### src/design/integer_to_radix_ascii_macros.svh
// Assertion macros shared by the conversion block.
`ifndef INTEGER_TO_RADIX_ASCII_MACROS_SVH
`define INTEGER_TO_RADIX_ASCII_MACROS_SVH

`ifndef ASSERT_OFF
`define ASSERT_IMPL(label, clk, rst, ante, cons) \
   label: assert property (@(posedge clk) disable iff (rst) (ante) |-> (cons)) \
      else $error("assertion failed");
`define ASSERT_NEVER(label, clk, rst, expr) \
   label: assert property (@(posedge clk) disable iff (rst) !(expr)) \
      else $error("assertion failed");
`else
`define ASSERT_IMPL(label, clk, rst, ante, cons)
`define ASSERT_NEVER(label, clk, rst, expr)
`endif

`endif

### src/design/itoa_pkg.sv
package itoa_pkg;

   localparam int VALUE_BITS_DEFAULT = 32;
   localparam int MAX_BASE_DEFAULT = 36;
   localparam int MIN_BASE = 2;
   localparam int DIGIT_W = 6;
   localparam int BASE_W = 6;
   localparam int CHAR_W = 7;

   localparam logic [CHAR_W-1:0] CHAR_NUL = 7'h00;
   localparam logic [CHAR_W-1:0] CHAR_MINUS = 7'h2D;
   localparam logic [CHAR_W-1:0] CHAR_ZERO = 7'h30;
   localparam logic [CHAR_W-1:0] CHAR_UPPER_A = 7'h41;
   localparam logic [CHAR_W-1:0] CHAR_LOWER_A = 7'h61;
   localparam logic [DIGIT_W-1:0] DECIMAL_DIGITS = 6'd10;

   typedef struct packed {
      logic done;
      logic quot_zero;
   } div_status_type;

   function automatic logic [CHAR_W-1:0] glyph(input logic [DIGIT_W-1:0] digit,
                                                input logic upper);
      logic [CHAR_W-1:0] ext;
      ext = CHAR_W'(digit);
      if (digit < DECIMAL_DIGITS) begin
         return CHAR_ZERO + ext;
      end
      return (upper ? CHAR_UPPER_A : CHAR_LOWER_A) + ext - CHAR_W'(DECIMAL_DIGITS);
   endfunction

endpackage

### src/design/itoa_divider.sv
module itoa_divider
   import itoa_pkg::*;
#(
   parameter int VALUE_BITS = VALUE_BITS_DEFAULT
) (
   input  logic                  clock,
   input  logic                  reset,
   input  logic                  start,
   input  logic [VALUE_BITS-1:0] dividend,
   input  logic [BASE_W-1:0]     divisor,
   output logic [VALUE_BITS-1:0] quotient,
   output logic [DIGIT_W-1:0]    remainder,
   output div_status_type        status
);

   localparam int STEP_W = $clog2(VALUE_BITS + 1);

   logic [VALUE_BITS-1:0] quot_ff, quot_in;
   logic [DIGIT_W-1:0]    rem_ff, rem_in;
   logic [STEP_W-1:0]     step_ff, step_in;
   logic                  busy_ff, busy_in;
   logic                  done_ff, done_in;
   logic [DIGIT_W:0]      trial;
   logic [DIGIT_W:0]      diff;
   logic                  fits;

   assign trial = {rem_ff, quot_ff[VALUE_BITS-1]};
   assign diff = trial - {1'b0, divisor};
   assign fits = trial >= {1'b0, divisor};

   always_comb begin
      quot_in = quot_ff;
      rem_in = rem_ff;
      step_in = step_ff;
      busy_in = busy_ff;
      done_in = 1'b0;
      if (start) begin
         quot_in = dividend;
         rem_in = '0;
         step_in = STEP_W'(VALUE_BITS);
         busy_in = 1'b1;
      end else if (busy_ff) begin
         quot_in = {quot_ff[VALUE_BITS-2:0], fits};
         rem_in = fits ? diff[DIGIT_W-1:0] : trial[DIGIT_W-1:0];
         step_in = step_ff - STEP_W'(1);
         if (step_ff == STEP_W'(1)) begin
            busy_in = 1'b0;
            done_in = 1'b1;
         end
      end
   end

   always_ff @(posedge clock) begin
      if (reset) begin
         busy_ff <= 1'b0;
         done_ff <= 1'b0;
         step_ff <= '0;
      end else begin
         busy_ff <= busy_in;
         done_ff <= done_in;
         step_ff <= step_in;
      end
      quot_ff <= quot_in;
      rem_ff <= rem_in;
   end

   assign quotient = quot_ff;
   assign remainder = rem_ff;
   assign status.done = done_ff;
   assign status.quot_zero = ~|quot_ff;

endmodule

### src/design/itoa_digit_store.sv
module itoa_digit_store
   import itoa_pkg::*;
#(
   parameter int DEPTH = VALUE_BITS_DEFAULT
) (
   input  logic                     clock,
   input  logic                     wr_en,
   input  logic [$clog2(DEPTH)-1:0] wr_addr,
   input  logic [DIGIT_W-1:0]       wr_data,
   input  logic [$clog2(DEPTH)-1:0] rd_addr,
   output logic [DIGIT_W-1:0]       rd_data
);

   logic [DIGIT_W-1:0] mem [DEPTH];
   logic [DIGIT_W-1:0] rd_data_ff;

   always_ff @(posedge clock) begin
      if (wr_en) begin
         mem[wr_addr] <= wr_data;
      end
      rd_data_ff <= mem[rd_addr];
   end

   assign rd_data = rd_data_ff;

endmodule

### src/design/integer_to_radix_ascii.sv
// Converts a signed integer to its ASCII text in a base from 2 to MAX_BASE.
// One item on the req_ channel (req_value, req_base) gives a run of result
// items on the rsp_ channel, most significant character first: a '-' for a
// negative value, then the digits. rsp_last marks the final character. A base
// outside the valid range gives a single item with rsp_base_error set,
// rsp_character zero and rsp_last set.
// csr_upper_case selects upper case letters for digits above nine; it is
// written through the csr_ channel, which is always ready.
// Digits come from a shared restoring divider that produces one quotient bit
// per cycle. After the division each character is read from the digit store
// and then loaded into the output register. req_stall is high from acceptance
// until the last character has been loaded into the output register.
// A stalled result holds in the output register and the sequencer waits.
// Reset clears the sequencer, the output valid and the case register; the
// digit store needs no clearing.
`include "integer_to_radix_ascii_macros.svh"

module integer_to_radix_ascii
   import itoa_pkg::*;
#(
   parameter int VALUE_BITS = VALUE_BITS_DEFAULT,
   parameter int MAX_BASE = MAX_BASE_DEFAULT
) (
   input  logic                  clock,
   input  logic                  reset,
   input  logic                  csr_valid,
   output logic                  csr_ready,
   input  logic                  csr_upper_case,
   input  logic                  req_valid,
   output logic                  req_stall,
   input  logic [VALUE_BITS-1:0] req_value,
   input  logic [BASE_W-1:0]     req_base,
   output logic                  rsp_valid,
   input  logic                  rsp_stall,
   output logic [CHAR_W-1:0]     rsp_character,
   output logic                  rsp_last,
   output logic                  rsp_base_error
);

   localparam int ADDR_W = $clog2(VALUE_BITS);
   localparam int CNT_W = $clog2(VALUE_BITS + 1);

   typedef enum logic [2:0] {
      ST_IDLE,
      ST_DIVIDE,
      ST_ERROR,
      ST_SIGN,
      ST_FETCH,
      ST_EMIT
   } state_type;

   state_type             state_ff, state_in;
   logic [CNT_W-1:0]      count_ff, count_in;
   logic [ADDR_W-1:0]     idx_ff, idx_in;
   logic                  neg_ff, neg_in;
   logic [BASE_W-1:0]     base_ff, base_in;
   logic                  upper_ff, upper_in;
   logic                  rsp_valid_ff, rsp_valid_in;
   logic [CHAR_W-1:0]     rsp_char_ff, rsp_char_in;
   logic                  rsp_last_ff, rsp_last_in;
   logic                  rsp_err_ff, rsp_err_in;

   logic                  req_accept;
   logic                  base_bad;
   logic                  slot_free;
   logic [VALUE_BITS-1:0] magnitude;
   logic                  div_start;
   logic [VALUE_BITS-1:0] div_dividend;
   logic [VALUE_BITS-1:0] div_quot;
   logic [DIGIT_W-1:0]    div_rem;
   div_status_type        div_status;
   logic                  wr_en;
   logic [DIGIT_W-1:0]    rd_data;

   assign req_stall = (state_ff != ST_IDLE);
   assign req_accept = req_valid && !req_stall;
   assign base_bad = (req_base < BASE_W'(MIN_BASE)) || (req_base > BASE_W'(MAX_BASE));
   assign magnitude = req_value[VALUE_BITS-1] ? (VALUE_BITS'(0) - req_value) : req_value;
   assign slot_free = !rsp_valid_ff || !rsp_stall;
   assign div_dividend = (state_ff == ST_IDLE) ? magnitude : div_quot;
   assign wr_en = (state_ff == ST_DIVIDE) && div_status.done;
   assign csr_ready = 1'b1;
   assign upper_in = (csr_valid && csr_ready) ? csr_upper_case : upper_ff;

   itoa_divider #(
      .VALUE_BITS(VALUE_BITS)
   ) u_divider (
      .clock    (clock),
      .reset    (reset),
      .start    (div_start),
      .dividend (div_dividend),
      .divisor  (base_ff),
      .quotient (div_quot),
      .remainder(div_rem),
      .status   (div_status)
   );

   itoa_digit_store #(
      .DEPTH(VALUE_BITS)
   ) u_digit_store (
      .clock  (clock),
      .wr_en  (wr_en),
      .wr_addr(count_ff[ADDR_W-1:0]),
      .wr_data(div_rem),
      .rd_addr(idx_ff),
      .rd_data(rd_data)
   );

   always_comb begin
      state_in = state_ff;
      count_in = count_ff;
      idx_in = idx_ff;
      neg_in = neg_ff;
      base_in = base_ff;
      div_start = 1'b0;
      rsp_valid_in = rsp_valid_ff && rsp_stall;
      rsp_char_in = rsp_char_ff;
      rsp_last_in = rsp_last_ff;
      rsp_err_in = rsp_err_ff;
      case (state_ff)
         ST_IDLE: begin
            if (req_accept) begin
               if (base_bad) begin
                  state_in = ST_ERROR;
               end else begin
                  neg_in = req_value[VALUE_BITS-1];
                  base_in = req_base;
                  count_in = '0;
                  div_start = 1'b1;
                  state_in = ST_DIVIDE;
               end
            end
         end
         ST_DIVIDE: begin
            if (div_status.done) begin
               count_in = count_ff + CNT_W'(1);
               if (div_status.quot_zero) begin
                  idx_in = count_ff[ADDR_W-1:0];
                  state_in = neg_ff ? ST_SIGN : ST_FETCH;
               end else begin
                  div_start = 1'b1;
               end
            end
         end
         ST_ERROR: begin
            if (slot_free) begin
               rsp_valid_in = 1'b1;
               rsp_char_in = CHAR_NUL;
               rsp_last_in = 1'b1;
               rsp_err_in = 1'b1;
               state_in = ST_IDLE;
            end
         end
         ST_SIGN: begin
            if (slot_free) begin
               rsp_valid_in = 1'b1;
               rsp_char_in = CHAR_MINUS;
               rsp_last_in = 1'b0;
               rsp_err_in = 1'b0;
               state_in = ST_FETCH;
            end
         end
         ST_FETCH: begin
            state_in = ST_EMIT;
         end
         ST_EMIT: begin
            if (slot_free) begin
               rsp_valid_in = 1'b1;
               rsp_char_in = glyph(rd_data, upper_ff);
               rsp_last_in = (idx_ff == '0);
               rsp_err_in = 1'b0;
               if (idx_ff == '0) begin
                  state_in = ST_IDLE;
               end else begin
                  idx_in = idx_ff - ADDR_W'(1);
                  state_in = ST_FETCH;
               end
            end
         end
         default: begin
            state_in = ST_IDLE;
         end
      endcase
   end

   always_ff @(posedge clock) begin
      if (reset) begin
         state_ff <= ST_IDLE;
         count_ff <= '0;
         neg_ff <= 1'b0;
         upper_ff <= 1'b0;
         rsp_valid_ff <= 1'b0;
      end else begin
         state_ff <= state_in;
         count_ff <= count_in;
         neg_ff <= neg_in;
         upper_ff <= upper_in;
         rsp_valid_ff <= rsp_valid_in;
      end
      idx_ff <= idx_in;
      base_ff <= base_in;
      rsp_char_ff <= rsp_char_in;
      rsp_last_ff <= rsp_last_in;
      rsp_err_ff <= rsp_err_in;
   end

   assign rsp_valid = rsp_valid_ff;
   assign rsp_character = rsp_char_ff;
   assign rsp_last = rsp_last_ff;
   assign rsp_base_error = rsp_err_ff;

   `ASSERT_IMPL(a_error_shape, clock, reset, rsp_valid && rsp_base_error, (rsp_character == CHAR_NUL) && rsp_last)
   `ASSERT_NEVER(a_count_range, clock, reset, count_ff > CNT_W'(VALUE_BITS))
   `ASSERT_IMPL(a_done_in_divide, clock, reset, div_status.done, state_ff == ST_DIVIDE)

endmodule

### config.mk
export PLATFORM = sky130hd
export DESIGN_NAME = integer_to_radix_ascii
export DESIGN_NICKNAME = d
export VERILOG_FILES = /design/src/design/itoa_pkg.sv /design/src/design/itoa_divider.sv /design/src/design/itoa_digit_store.sv /design/src/design/integer_to_radix_ascii.sv
export VERILOG_INCLUDE_DIRS = /design/src /design/src/design
export SDC_FILE = /design/constraint.sdc
export NUM_CORES = 1
export LEC_CHECK = 0
export BUFFER_PORTS_ARGS = -buffer_cell sky130_fd_sc_hd__buf_2
export CORE_MARGIN = 2
export CORE_UTILIZATION = 35
export CTS_CLUSTER_DIAMETER = 100
export DETAILED_ROUTE_END_ITERATION = 16
export PLACE_DENSITY = 0.54
export SYNTH_ARGS = -nofsm -noshare
export SYNTH_HDL_FRONTEND = slang
export SYNTH_SLANG_ARGS = --single-unit
export TNS_END_PERCENT = 10
### constraint.sdc
create_clock -name clock -period 7 [get_ports clock]
set_input_delay 0.7 -clock clock [delete_from_list [all_inputs] [get_ports clock]]
set_output_delay 0.7 -clock clock [all_outputs]
set_load 0.02 [all_outputs]
* Word level (Yosys, flattened, before mapping) *
Memories as Yosys holds them, arrays and structs flattened. A register that Yosys moved wholly into a read port is not among the register bits.
Index checks and enable logic that the tools add are counted.

operators by class
  order comparisons = 4
  reductions and logical operators = 28
  add/subtract/negate cells = 8
  mux-type cells = 54
  bitwise gates (word level) = 2
  eq/ne operators = 16

operators with widths
  operator                                                             count
  32-bit 2-to-1 mux                                                    4
  6-bit 2-to-1 mux                                                     7
  7-bit 2-to-1 mux                                                     5
  32-bit OR reduction                                                  1
  1-bit by 32-bit subtractor with 32-bit output, first input constant  1
  3-bit 2-to-1 mux                                                     8
  7-bit one-hot mux with 3 select lines                                1
  5-bit 2-to-1 mux                                                     4
  1-bit 2-to-1 mux                                                     18
  3-bit one-hot mux with 6 select lines                                1
  2-bit inequality test, second input constant                         7
  6-bit one-hot mux with 2 select lines                                1
  5-bit one-hot mux with 2 select lines                                1
  4-bit AND reduction                                                  2
  2-bit nonzero test                                                   4
  6-bit by 6-bit adder with 7-bit output, first input constant         1
  7-bit by 6-bit adder with 7-bit output                               1
  7-bit by 6-bit >= comparator with 1-bit output                       1
  7-bit by 4-bit subtractor with 7-bit output, second input constant   1
  6-bit by 1-bit adder with 6-bit output, second input constant        1
  3-bit by 2-bit == test with 1-bit output, second input constant      2
  3-bit == test, second input constant                                 2
  6-bit by 1-bit == test with 1-bit output, second input constant      1
  6-bit > comparator, second input constant                            1
  other kinds (23)                                                     36

word-level totals
  word-level logic and storage cells = 129
  output and inout port bits = 12
  memories = 1
  flip-flop bits (word level) = 78
  input bits = 44
  bits in writable memories = 192

memories
  name               words  bits a word  read ports  clocked after memory_dff  write ports  line                    text
  u_digit_store.mem  32     6            1           1                         1            itoa_digit_store.sv:14  logic [DIGIT_W-1:0] mem [DEPTH];

* Logic depth before layout (Yosys ltp) *
  word-level depth = 7
  mapped depth = 10
  gate-level depth less buffers = 10

* Cells and area by module *
From an unflattened synthesis, not the netlist that was laid out.

unflattened totals
  cell total of the unflattened synthesis = 874
  area total of the unflattened synthesis = 12797.3 µm²

modules (own cells, without submodules)
  module                  times used  area each (µm²)  sequential area each (µm²)  cells each
  itoa_digit_store        1           7589.8           5885.6                      323
  integer_to_radix_ascii  1           2865.2           820.8                       356
  itoa_divider            1           2342.2           1241.2                      195

* Worst setup path after synthesis *
Ideal clock, no wire load.

  kind = input to register
  start point = input req_base[4]
  end point = register u_divider.quot_ff[0], in the netlist u_divider.quotient[0], enable pin
  required time = 6.609 ns
  buffers on the path = 0
  setup time = 0.391 ns
  cell stages on the path = 4
  data arrival time = 2.577 ns
  setup slack = 4.032 ns
  cells stage by stage = nor2_1 > a21boi_1 > a2111oi_4 > o21a_1

on the way
  cells in the longest elaborated chain, start to end = 7
  elaborated cells between the ends (all ways) = 9
  those cells by class = order compare (2); eq/ne (1); mux (3); reduce/logical (3)

RTL lines
  item                                                                                                     line                           text
  from (decl)                                                                                              integer_to_radix_ascii.sv:32   input logic [BASE_W-1:0] req_base,
  6-bit by 2-bit < comparator with 1-bit output or 6-bit > comparator (tied branches)                      integer_to_radix_ascii.sv:77   assign base_bad = (req_base < BASE_W'(MIN_BASE)) || (req_base > BASE_W'(MAX_BASE));
  1-bit logical OR *                                                                                       integer_to_radix_ascii.sv:77
  1-bit 2-to-1 mux *                                                                                       integer_to_radix_ascii.sv:123  if (base_bad) begin
  1-bit 2-to-1 mux *                                                                                       integer_to_radix_ascii.sv:122  if (req_accept) begin
  1-bit one-hot mux with 2 select lines *                                                                  integer_to_radix_ascii.sv:120  case (state_ff)
  2-bit by 1-bit inequality test with 1-bit output (no source line) or 2-bit nonzero test (tied branches)  -
  2-bit AND reduction (no source line) *                                                                   -
  to (signal assigned)                                                                                     itoa_divider.sv:63             quot_ff <= quot_in;
  to (decl)                                                                                                itoa_divider.sv:18             logic [VALUE_BITS-1:0] quot_ff, quot_in;

Every way passes the cells marked *; elsewhere a longest branch is shown, timed or not.
A chain may end at the register's enable or synchronous reset.

* Final worst setup path *
  start point = register state_ff[0]
  end point = memory u_digit_store.mem[7][2], enable pin

on the way
  cells in the longest elaborated chain, start to end = 4

RTL lines
  item                                      line                           text
  from (decl)                               integer_to_radix_ascii.sv:52   state_type state_ff, state_in;
  from (signal assigned)                    integer_to_radix_ascii.sv:194  state_ff <= state_in;
  3-bit by 1-bit == test with 1-bit output  integer_to_radix_ascii.sv:81   assign wr_en = (state_ff == ST_DIVIDE) && div_status.done;
  1-bit logical AND                         integer_to_radix_ascii.sv:81
  1-bit 2-to-1 mux                          itoa_digit_store.sv:18         if (wr_en) begin
  1-bit 2-to-1 mux (not written as such)    itoa_digit_store.sv:19         mem[wr_addr] <= wr_data;
  to (decl)                                 itoa_digit_store.sv:14

Every way passes these cells.

==> impl_metrics.csv <==
group,metric,value,unit
clocking,clock_path_buffers,3,
global_routing,grt_antenna_before_repair,0,
sta,setup_viol,0,
sta,min_period,2.83,ns
floorplanning,die_x,191,µm
cells_and_area,nNetsFinal,951,
sta,fin_worst_skew,0.0250,ns
global_routing,grt_pass1_vias,6890,
detailed_routing,vias_per_cell,5.06,
clocking,cts_sinks,275,
global_routing,use_met3,0.0226,
setup_path,critPathRequiredTime,7.19,ns
global_routing,grt_max_degree,79,
detailed_routing,wirelength,25800,µm
worst_hold_path,hp-class,"input port to flip-flop",
setup_path,crit_type,"flip-flop to flip-flop",
place,port-buffer-count,54,
sta,fin_crit_sh,0.405,
cells_and_area,antenna_cells,0,
setup_path,critPathArrivalTime,3.03,ns
job,drv_cap,0,
logic_synthesis,syn_inst,827,
setup_path,path_max_fanout,17,
global_routing,grt_pass1_wl,40000,µm
logic_synthesis,syn_area,0.0123,mm²
cells_and_area,final_cell_mix,"244 x edfxtp_1, 98 x nor2_1, 60 x mux4_2, 54 x buf_2, 50 x a21oi_1",
global_routing,globalRoute.totalOverflow,0,
sta,slew_headroom,0.182,
logic_synthesis,yosys_warnings,0,
logic_synthesis,ys.flop_type,"edfxtp_1",
cells_and_area,multi_input_area,0.00404,mm²
global_routing,grt.total_usage,0.143,
clocking,cts_tree,"done",
cells_and_area,seq_area,0.00795,mm²
logic_synthesis,ys_ff_latch,275,
sta,hold_viol,0,
sta,whs,0.351,ns
clocking,clock_latency,0.56,ns
cells_and_area,final_util,0.403,
sta,setup_tns,0,ns
sta,fmax,0.353,GHz
cells_and_area,fin_area,0.0139,mm²
clocking,clk_pin_slew,0.06,ns
power_and_ir_drop,power_density,305,mW/mm²
logic_synthesis,async_reset_ff_frac,0,
floorplanning,io_pins,56,
global_routing,busiest_layer,"met2",
sta,rsz0062_at_grt,"no",
place,dp_hpwl,17400,µm
setup_path,startpoint_type,"flip-flop",
clocking,root_buffer,"clkbuf_16",
floorplanning,core-area,0.0345,mm²
detailed_routing,drt-initial-drc-count,543,
power_and_ir_drop,ir_worst_vdd,0.000172,V
logic_synthesis,yosys.cell_types.count,63,
cells_and_area,drive_gt1_frac,0.210,
power_and_ir_drop,p_leak,4.67,nW
logic_synthesis,synth_area_leaders,"edfxtp_1 60%, mux4_2 11%, dfxtp_1 5.0%",
clocking,cts_made_buffers,30,
detailed_routing,wire_per_inst,19.0,µm
cells_and_area,fillers,3239,
place,place_area,0.0130,mm²
logic_synthesis,synth_nets,897,
detailed_routing,vias,6887,
floorplanning,die-area,0.0367,mm²
detailed_routing,drc,0,
cells_and_area,final_common_cell,"edfxtp_1",
clocking,htree_levels,1,
floorplanning,start_util,0.356,
global_routing,met2_usage,0.235,
outcome,status,"completed",
floorplanning,rows,68,
logic_synthesis,synth_edf_count,244,
clocking,post-cts-setup-buffer-count,0,
clocking,post_cts_resized,0,
logic_synthesis,syn_area_per_cell,14.9,µm²
global_routing,grtUsageMet1,0.198,
place,place_congestion,0.723,
detailed_routing,firstDrtPassIters,5,
clocking,holdBufCountCts,0,
sta,worst_slew_pin_slew,1.21,ns
cells_and_area,area_delta_synth_final,13.2,%
logic_synthesis,yosys.area.top_type_share,0.596,
detailed_routing,ant_nets,0,
floorplanning,die_h,191,µm
sta,slew_violations,0,
setup_path,cp-end-kind,"flip-flop",
logic_synthesis,yosysSeqAreaShare,0.646,
logic_synthesis,synth_top_area_cell,"edfxtp_1",
power breakdown:
group          switching (W)  internal [W]
clock network       0.000625      0.000826
logic               0.000450      0.000225
registers          0.0000688       0.00205
cells in the mapped netlist (4+ instances only):
cell and number:
nand3_1 8, o31ai_1 6, a211oi_1 7, nor3_1 17, xor2_1 35, nor4_1 9
inv_1 28, o21a_1 6, clkbuf_1 17, edfxtp_1 244, buf_2 12, buf_1 8
nand2b_1 6, xnor2_1 12, a21oi_1 50, mux2_2 7, ha_1 24, buf_4 6
o21ai_1 6, dfxtp_1 31, or4_1 4, o21ai_0 21, mux2i_1 5, nand2_1 36
mux4_2 60, nor2_1 98, nor2b_1 5
registers in the layout, indices dropped and copies added (netlist names):
register	cells
u_digit_store.mem	192
u_divider.quotient	32
rsp_character	7
base_ff	6
u_digit_store.rd_data	6
u_divider.remainder	6
u_divider.step_ff	6
count_ff	5
idx_ff	5
state_ff	3
neg_ff	1
rsp_base_error	1
rsp_last	1
rsp_valid	1
u_divider.busy_ff	1
u_divider.done_ff	1
upper_ff	1
worst max-delay path: stages (launching register included):
cell	delay, ns
dfxtp_1	0.66
nand2b_1	0.19
nor3_2	0.51
nand2_1	0.49
nor2_1	0.63
cell type report:
| class | count | share of cell area |
|---|---|---|
| Sequential cell | 275 | 0.570 |
| Clock inverter | 18 | 0.00907 |
| Timing Repair Buffer | 66 | 0.0259 |
| Multi-Input combinational cell | 479 | 0.290 |
| Clock buffer | 38 | 0.0560 |
| Tap cell | 455 | 0.0409 |
| Inverter | 29 | 0.00781 |
layer usage:
metal / up-vias / wire [µm] / share of wire
li1: 3273 / - / -
met1: 3412 / 11600 / 0.45
met2: 165 / 12400 / 0.48
met3: 37 / 1250 / 0.049
met4: 0 / 556 / 0.022
met5: - / 0 / 0
path summary, 6_finish.rpt:
| path | startpoint | end | slack, ns | cells past startpoint |
|---|---|---|---|---|
| setup / recovery | state_ff[0] | u_digit_store.mem[7][2] | 4.17 | 4 |
| hold reg to reg | u_divider.step_ff[1] | u_divider.step_ff[1] | 0.51 | 2 |
| setup reg to reg | state_ff[0] | u_digit_store.mem[7][2] | 4.17 | 4 |
| hold / removal | req_base[3] | base_ff[3] | 0.35 | 1 |
stage by stage:
stage,power (W),setup slack [ns],instances
detailed placement,0.00284,3.99,1304
global route,0.00444,3.90,1360
CTS,0.00429,4.15,1360
floorplan,0.00260,4.03,827
finish,0.00425,4.17,1360
global placement,0.00283,4.01,1304
kinds of logic after synthesis:
logic type	share of synthesized area
AND/OR/NAND/NOR	0.0834
adder cells (fa/ha/maj)	0.0277
other	0.000305
XOR/XNOR	0.0335
flip-flops	0.646
buffers and inverters	0.0259
AO/OA/AOI/OAI	0.0630
multiplexers	0.120
(Power assumes the default switching activity.)
